File: config.mk
export PLATFORM = sky130hd
export DESIGN_NAME = oii_scan
export DESIGN_NICKNAME = d
export VERILOG_FILES = /design/src/oii_pkg.sv /design/src/oii_scan.sv
export SDC_FILE = /design/constraint.sdc
export NUM_CORES = 1
export LEC_CHECK = 0
export BUFFER_PORTS_ARGS = -buffer_cell sky130_fd_sc_hd__buf_2
export CORE_MARGIN = 2
export CORE_UTILIZATION = 35
export CTS_CLUSTER_SIZE = 10
export DETAILED_ROUTE_END_ITERATION = 8
export PLACE_DENSITY = 0.64
export SLEW_MARGIN = 10
export SYNTH_ARGS = -nofsm -noshare
export SYNTH_HDL_FRONTEND = slang
export SYNTH_SLANG_ARGS = --single-unit
export TNS_END_PERCENT = 50
File: constraint.sdc
create_clock -name clk -period 6.4 [get_ports clk]
set_input_delay 0.32 -clock clk [delete_from_list [all_inputs] [get_ports clk]]
set_output_delay 0.32 -clock clk [all_outputs]
set_load 0.01 [all_outputs]
File: src/oii_pkg.sv
// Shared constants and types for the obstacle integral image block.
package oii_pkg;

  localparam int CHAR_W      = 8;
  localparam int ROW_WIDTH_W = 11;
  localparam int CFG_DATA_W  = 11;
  localparam int CFG_INDEX_W = 2;

  localparam logic [CHAR_W-1:0]      EMPTY_CHAR_RESET    = 8'd46;
  localparam logic [CHAR_W-1:0]      OBSTACLE_CHAR_RESET = 8'd111;
  localparam logic [ROW_WIDTH_W-1:0] ROW_WIDTH_RESET     = 11'd1024;

  typedef enum logic [CFG_INDEX_W-1:0] {
    CFG_EMPTY_CHAR    = 2'd0,
    CFG_OBSTACLE_CHAR = 2'd1,
    CFG_ROW_WIDTH     = 2'd2
  } cfg_reg_t;

  // Per-cell flags handed from the scan stage to the accumulate stage.
  typedef struct packed {
    logic first_row;
    logic unknown;
  } cell_flags_t;

endpackage

File: src/oii_scan.sv
// Configuration registers, cell classification and row/column tracking.
module oii_scan #(
  parameter int MAX_COLS    = 1024,
  parameter int TOTAL_WIDTH = 21,
  parameter int COL_W       = 10
) (
  input  logic                            clk,
  input  logic                            rst,
  input  logic                            cfg_write,
  input  logic [oii_pkg::CFG_INDEX_W-1:0] cfg_index,
  input  logic [oii_pkg::CFG_DATA_W-1:0]  cfg_data,
  input  logic                            accept,
  input  logic [oii_pkg::CHAR_W-1:0]      cell_char,
  input  logic                            start_of_frame,
  output logic [COL_W-1:0]                item_col,
  output logic [TOTAL_WIDTH-1:0]          item_sum,
  output oii_pkg::cell_flags_t            item_flags
);

  localparam int CNT_W = $clog2(MAX_COLS + 1);
  localparam int EW    = (CNT_W > oii_pkg::ROW_WIDTH_W) ? CNT_W : oii_pkg::ROW_WIDTH_W;
  localparam logic [EW-1:0]          MAX_W   = EW'(MAX_COLS);
  localparam logic [TOTAL_WIDTH-1:0] SUM_MAX = '1;

  logic [oii_pkg::CHAR_W-1:0]      empty_char;
  logic [oii_pkg::CHAR_W-1:0]      obstacle_char;
  logic [oii_pkg::ROW_WIDTH_W-1:0] row_width;

  logic [COL_W-1:0]       column_index, column_index_next;
  logic [TOTAL_WIDTH-1:0] row_running_sum, row_running_sum_next;
  logic                   in_first_row, in_first_row_next;

  logic [EW-1:0]          rw_ext, eff_width, col_inc;
  logic                   wrap, restart, is_empty, is_obstacle;
  logic [TOTAL_WIDTH-1:0] base_sum;

  always_ff @(posedge clk) begin
    if (rst) begin
      empty_char    <= oii_pkg::EMPTY_CHAR_RESET;
      obstacle_char <= oii_pkg::OBSTACLE_CHAR_RESET;
      row_width     <= oii_pkg::ROW_WIDTH_RESET;
    end else if (cfg_write) begin
      unique case (oii_pkg::cfg_reg_t'(cfg_index))
        oii_pkg::CFG_EMPTY_CHAR:    empty_char    <= cfg_data[oii_pkg::CHAR_W-1:0];
        oii_pkg::CFG_OBSTACLE_CHAR: obstacle_char <= cfg_data[oii_pkg::CHAR_W-1:0];
        oii_pkg::CFG_ROW_WIDTH:     row_width     <= cfg_data;
        default: ;
      endcase
    end
  end

  // Clamp the row width into 1..MAX_COLS.
  always_comb begin
    rw_ext = EW'(row_width);
    if (rw_ext == '0) begin
      eff_width = EW'(1);
    end else if (rw_ext > MAX_W) begin
      eff_width = MAX_W;
    end else begin
      eff_width = rw_ext;
    end
  end

  always_comb begin
    wrap    = EW'(column_index) >= eff_width;
    restart = start_of_frame || wrap;

    item_col = restart ? '0 : column_index;
    base_sum = restart ? '0 : row_running_sum;
    item_flags.first_row = start_of_frame ? 1'b1 : (wrap ? 1'b0 : in_first_row);

    // Empty match wins when both codes are the same.
    is_empty    = cell_char == empty_char;
    is_obstacle = !is_empty && (cell_char == obstacle_char);
    item_flags.unknown = !is_empty && !is_obstacle;

    item_sum = (is_obstacle && (base_sum != SUM_MAX)) ? base_sum + 1'b1 : base_sum;

    col_inc = EW'(item_col) + 1'b1;
    if (col_inc >= eff_width) begin
      column_index_next    = '0;
      row_running_sum_next = '0;
      in_first_row_next    = 1'b0;
    end else begin
      column_index_next    = col_inc[COL_W-1:0];
      row_running_sum_next = item_sum;
      in_first_row_next    = item_flags.first_row;
    end
  end

  always_ff @(posedge clk) begin
    if (rst) begin
      column_index    <= '0;
      row_running_sum <= '0;
      in_first_row    <= 1'b1;
    end else if (accept) begin
      column_index    <= column_index_next;
      row_running_sum <= row_running_sum_next;
      in_first_row    <= in_first_row_next;
    end
  end

endmodule
==> flow_summary.json, run 1 <==
{
  "worst_stage_delay_on_the_critical_path_ps": 820,
  "timing.final.max_slew_violations": 0,
  "post_synth_main_area_contributors": "sky130_fd_sc_hd__dfxtp_1 (30%), sky130_fd_sc_hd__ha_1 (7.4%), sky130_fd_sc_hd__nand2_1 (5.8%), sky130_fd_sc_hd__nor2_1 (5.1%), sky130_fd_sc_hd__xnor2_1 (4.5%)",
  "postSynthNetCount": 550,
  "hold_slack_ps": 220,
  "crit_path_max_fanout": 13,
  "ctsResizeCount": 0,
  "crit_type": "reg -> reg",
  "instances_no_fill": 692,
  "postSynth.topFlopCell": "sky130_fd_sc_hd__dfxtp_1",
  "fp-row-count": 38,
  "max_frequency_mhz": 185,
  "netlist.area_leader.share_pct": 30.3,
  "worst_ep_required_ps": 6680,
  "fin_tns_setup_ps": 0,
  "drt-pass1-iter-count": 5,
  "grt_start_max_net_pins": 43,
  "drt_iter0_drc": 234,
  "finalPower_uw": 787,
  "cell_by_cell_trace_of_the_critical_path": "nor4_1 -> a31oi_1 -> nor2_1 -> ha_1 -> nor2b_1 -> o21ai_0 -> a31o_2 -> or3_1 -> nor2_1 -> ha_1 -> nand3_1 -> nor2_1 -> xnor2_1 -> nor2_1 -> ha_1 -> a21oi_1 -> o21ai_0 -> a311oi_1 -> a21oi_1 -> nor2_1 -> o21ai_0 -> a31oi_1",
  "synth_area_per_cell_sq_um": 7.78,
  "coreArea_sq_mm": 0.0108,
  "setup-violations-final": 0,
  "die_h_um": 110,
  "count_of_unresolved_drc_violations_after_routing": 0,
  "most_repeated_cell_in_the_gate_level_netlist_after_synthesis": "sky130_fd_sc_hd__nand2_1",
  "finalWeightedCongestion": 0.896,
  "clock_tree_from_tritoncts": "done",
  "flow.area_growth_from_synthesis_pct": 14.9,
  "final_layout_size_suffix_gt1_share_pct": 15.2,
  "peakVddDrop_uv": 101,
  "ios": 59,
  "clock_latency_ps": 350,
  "final.min_clock_period_ps": 5420,
  "synth_enable_flop_cells": 0,
  "cts_inserted_buffers": 9,
  "setup_repair_after_global_routing_missed_its_margin": "no",
  "cpMaxStageDelayCell": "sky130_fd_sc_hd__nor2_1",
  "fin_crit_sh_pct": 84.6,
  "grt_usage_pct": 18.6,
  "worst_slew_pin_slew_ps": 1110,
  "cts.repair_timing.setup_buffer_count": 0,
  "first_pass_grt_wire_length_um": 17500,
  "wire_per_inst_um": 15.4,
  "status": "complete, no violations",
  "initial_utilization_pct": 36.0,
  "ant_nets": 0,
  "number_of_diodes": 0,
  "ctsRootBufferMaster": "sky130_fd_sc_hd__clkbuf_8",
  "clockBufferDepth": 2,
  "syn-cell-area_sq_mm": 0.00390,
  "cp-start-kind": "flip-flop",
  "h_tree_depth": 3,
  "yosys_warnings": 0,
  "overall_via_count_from_detail_route": 3785,
  "fin_worst_skew_ps": 8.63,
  "finalCoreUtilization_pct": 41.3,
  "seq_area_frac_synth_pct": 30.3,
  "worst_path_most_repeated_cell": "sky130_fd_sc_hd__nor2_1",
  "synthesis.instances": 501,
  "design.die.area_sq_mm": 0.0120,
  "synth_cell_type_count": 47,
  "postRouteWirelength_um": 10700,
  "overflow": 0,
  "p_leak_uw": 0.00182,
  "first_global_vias": 3575,
  "power_dens_cells_mw_per_mm2": 176,
  "timing.hold.worst.class": "in -> reg",
  "dpl.hpwl_um": 7820,
  "cell_count_after_placement": 677,
  "clkSlewWorstSetupHoldPaths_ps": 70,
  "timing.critical_path.to_type": "flip-flop",
  "io_buffer_count": 58,
  "grt_antenna_before_repair": 0,
  "yosys-top-cells-count": "sky130_fd_sc_hd__nand2_1 (60), sky130_fd_sc_hd__dfxtp_1 (59), sky130_fd_sc_hd__nor2_1 (53)",
  "ys_ff_latch": 59,
  "num-nets-final": 597,
  "detail_route.vias_per_cell": 5.47,
  "synth.largest_area_cell": "sky130_fd_sc_hd__dfxtp_1",
  "timing.max_cap.violations": 0,
  "crit_arrival_ps": 5700,
  "asyncSetResetFlopFracSynth_pct": 0,
  "hold_viol_final": 0,
  "die_width_um": 110,
  "cts.hold.buffers_added": 0,
  "cts_num_sinks": 59,
  "worst_slew_margin_pct": 25.5
}
-- layout by cell type (no fill, tap or decap), types with 5 or more instances in the layout --
cell type and instances:
sky130_fd_sc_hd__xnor2_1 20, sky130_fd_sc_hd__mux2i_1 16, sky130_fd_sc_hd__ha_1 23, sky130_fd_sc_hd__nand3b_1 12, sky130_fd_sc_hd__a21oi_1 30, sky130_fd_sc_hd__nor3_1 9, sky130_fd_sc_hd__buf_2 58, sky130_fd_sc_hd__nand2_1 60
sky130_fd_sc_hd__nor2_1 53, sky130_fd_sc_hd__dfxtp_1 59, sky130_fd_sc_hd__a21o_1 5, sky130_fd_sc_hd__or3_1 7, sky130_fd_sc_hd__nand3_1 19, sky130_fd_sc_hd__and2_1 10, sky130_fd_sc_hd__a31oi_1 5, sky130_fd_sc_hd__o21ai_0 22
sky130_fd_sc_hd__nor2b_1 9, sky130_fd_sc_hd__inv_1 11, sky130_fd_sc_hd__clkbuf_8 12, sky130_fd_sc_hd__nand2b_1 16, sky130_fd_sc_hd__a22o_1 5, sky130_fd_sc_hd__nand4_1 10, sky130_fd_sc_hd__and4_1 6, sky130_fd_sc_hd__nor4_1 10
sky130_fd_sc_hd__xor2_1 18
-- metrics by stage --
step	worst slack, ps	area, sq um
after floorplan	1510	3900
after global placement	1260	4300
after detailed placement	1080	4300
after CTS	1020	4480
after global routing	584	4480
final	982	4480
-- kinds of logic after synthesis --
kind of cell,count (synthesis),share of synthesized area [%]
AND/OR/NAND/NOR,237,31.3
AO/OA/AOI/OAI,90,14.5
flip-flops,59,30.3
XOR/XNOR,38,8.54
buffers and inverters,37,3.63
adder cells (fa/ha/maj),23,7.38
multiplexers,17,4.40
-- state kept, by name (all words and copies together), names as in the netlist --
name             count
row_running_sum     21
row_width           11
column_index        10
empty_char           8
obstacle_char        8
in_first_row         1
-- critical path, delay by kind of cell, from the launching register on --
kind / cells / cell delay, ps
xor+xnor: 1 / 130
flops: 1 / 330
compound gates: 9 / 1660
fa+ha+maj: 3 / 800
simple gates: 9 / 2420
-- layout make-up --
cell class                      count  area, sq um
Clock buffer                       13          169
Clock inverter                      2         10.0
Fill cell                        1108         6360
Inverter                           11         41.3
Multi-Input combinational cell    405         2580
Sequential cell                    59         1180
Tap cell                          140          175
Timing Repair Buffer               62          320
-- power by group --
group | internal, uW | switching (uW)
Combinational | 34.3 | 51.3
Sequential | 376 | 6.69
Clock | 169 | 150
-- worst paths after layout --
kind / start / end / slack, ps / cells past startpoint
max: row_width[6] / row_running_sum[15] / 980 / 22
min: cfg_data[8] / row_width[8] / 220 / 3
max reg2reg: row_width[6] / row_running_sum[15] / 980 / 22
min reg2reg: obstacle_char[7] / obstacle_char[7] / 480 / 2
-- per-layer routing --
| layer | vias up | routed length, um | global-route usage, % |
|---|---|---|---|
| li1 | 1870 | - | - |
| met1 | 1775 | 4840 | 24.0 |
| met2 | 123 | 4900 | 29.7 |
| met3 | 17 | 754 | 5.10 |
| met4 | 0 | 168 | 6.87 |
| met5 | - | 0 | 0 |
No activity file was read; power rests on OpenSTA's default activity.
==> run 2: changes to the inputs <==
- clock period: 6.4 -> 5.38 ns (I/O delays scaled with it)
==> run 2 against run 1 <==
Final cell count increased by 0.43%. Sequential cell count unchanged. Total power increased by 19%. Setup slack got worse by 490 ps. Hold slack got worse by 66 ps. Critical endpoint unchanged. Highest routed layer unchanged.
==> flow_summary.json, run 2 (synthesis results as in run 1) <==
{
  "status": "complete, no violations",
  "h_tree_depth": 3,
  "fp-row-count": 38,
  "timing.max_cap.violations": 0,
  "overflow": 0,
  "cell_count_after_placement": 680,
  "clockBufferDepth": 2,
  "cp-start-kind": "flip-flop",
  "die_h_um": 110,
  "layout_commonest_cell": "sky130_fd_sc_hd__nand2_1",
  "cpMaxStageDelayCell": "sky130_fd_sc_hd__or2_2",
  "cts.hold.buffers_added": 0,
  "worst_stage_delay_on_the_critical_path_ps": 480,
  "largest_register_ff_count": 21,
  "detail_route.vias_per_cell": 5.44,
  "grt_start_max_net_pins": 43,
  "cts_inserted_buffers": 9,
  "first_pass_grt_wire_length_um": 17800,
  "crit_arrival_ps": 5170,
  "number_of_diodes": 0,
  "setup_slack_ps": 488,
  "final_layout_size_suffix_gt1_share_pct": 15.9,
  "worst_slew_pin_slew_ps": 1120,
  "postRouteWirelength_um": 10900,
  "wire_per_inst_um": 15.7,
  "clock_tree_from_tritoncts": "done",
  "max_frequency_mhz": 204,
  "worst_ep_required_ps": 5660,
  "drt-pass1-iter-count": 5,
  "fin_crit_sh_pct": 90.9,
  "fin_tns_setup_ps": 0,
  "num-nets-final": 600,
  "crit_type": "reg -> reg",
  "p_leak_uw": 0.00184,
  "design.die.area_sq_mm": 0.0120,
  "final.min_clock_period_ps": 4890,
  "ctsRootBufferMaster": "sky130_fd_sc_hd__clkbuf_8",
  "detailedPlace.worstSlack_ps": 414,
  "clock_latency_ps": 350,
  "coreArea_sq_mm": 0.0108,
  "largest_register": "row_running_sum",
  "io_buffer_count": 58,
  "instances_no_fill": 695,
  "grt_usage_pct": 19.2,
  "hold_viol_final": 0,
  "power_dens_cells_mw_per_mm2": 208,
  "finalWeightedCongestion": 0.947,
  "cts_num_sinks": 59,
  "setup-violations-final": 0,
  "cell_by_cell_trace_of_the_critical_path": "nor4_1 -> a31oi_1 -> nor2_1 -> ha_1 -> nor2b_1 -> o21ai_0 -> a31o_2 -> or3_1 -> nor2_2 -> ha_1 -> nand3_1 -> nor2_1 -> xnor2_1 -> nor2_1 -> ha_1 -> a21oi_1 -> o21ai_0 -> a311oi_1 -> a21oi_1 -> or2_2 -> o31a_1 -> a31oi_1",
  "timing.final.max_slew_violations": 0,
  "flow.area_growth_from_synthesis_pct": 15.5,
  "ant_nets": 0,
  "fin_worst_skew_ps": 5.71,
  "drt_iter0_drc": 179,
  "initial_utilization_pct": 36.0,
  "cts.repair_timing.setup_buffer_count": 0,
  "grt_antenna_before_repair": 0,
  "r2r_slack_ps": 490,
  "timing.hold.worst.class": "in -> reg",
  "die_width_um": 110,
  "timing.critical_path.to_type": "flip-flop",
  "reg.largest.list": "row_running_sum x21, row_width x11, column_index x10",
  "hold_slack_ps": 154,
  "mostFrequentLayoutCells": "sky130_fd_sc_hd__nand2_1 (60), sky130_fd_sc_hd__dfxtp_1 (59), sky130_fd_sc_hd__buf_2 (58)",
  "worst_slew_margin_pct": 24.8,
  "overall_via_count_from_detail_route": 3780,
  "first_global_vias": 3638,
  "dpl.hpwl_um": 8150,
  "ios": 59,
  "peakVddDrop_uv": 129,
  "clkSlewWorstSetupHoldPaths_ps": 70,
  "num-fill-cells": 1118,
  "setup_repair_after_global_routing_missed_its_margin": "no",
  "count_of_unresolved_drc_violations_after_routing": 0,
  "crit_path_max_fanout": 13
}
-- run 2: cell count changes in the layout (fill, tap and decap cells not counted), sizes merged --
cell | previous run | this run
buf | 62 | 65
-- run 2: critical path, delay by kind of cell (launching register included) --
family,cells,cell delay [ps]
adders and majority gates,3,730
DFF,1,320
and+or+nand+nor,9,1940
xor gates and xnor gates,1,130
AOI/OAI and AO/OA,9,1690
-- run 2: final timing paths --
path | startpoint | to | cells past startpoint
setup reg to reg | row_width[6] | row_running_sum[15] | 22
setup / recovery | row_width[6] | row_running_sum[15] | 22
hold / removal | cfg_data[8] | row_width[8] | 3
hold reg to reg | obstacle_char[4] | obstacle_char[4] | 2
-- run 2: cell type report --
cell class	count	area [sq um]	area share (%)
Clock buffer	13	169	3.75
Clock inverter	2	10.0	0.222
Inverter	11	41.3	0.917
Multi-Input combinational cell	405	2580	57.4
Sequential cell	59	1180	26.2
Tap cell	140	175	3.89
Timing Repair Buffer	65	343	7.61
-- run 2: layer usage --
| metal | vias to the layer above | global-route usage, % | share of wire [%] |
|---|---|---|---|
| li1 | 1869 | - | - |
| met1 | 1763 | 22.9 | 44 |
| met2 | 126 | 32.9 | 47 |
| met3 | 22 | 4.92 | 6.0 |
| met4 | 0 | 7.14 | 2.3 |
| met5 | - | 0 | 0 |
-- run 2: power breakdown --
part           total [uW]  switching (uW)  internal, uW
clock network         380             179           201
logic                 103            61.6          41.7
registers             455            7.91           447
total                 938             248           690
-- run 2: what timing repair did --
item                       CTS  global route
setup endpoints to repair    0             3
hold endpoints to repair     0             0
gates resized for setup      0             1
-- run 2: stage by stage --
stage / power (uW) / area, sq um / util (%)
after detailed placement: 568 / 4320 / 39.9
after global routing: 980 / 4500 / 41.5
final: 938 / 4500 / 41.5
after CTS: 947 / 4500 / 41.5
after floorplan: 530 / 3900 / -
after global placement: 565 / 4320 / 39.9
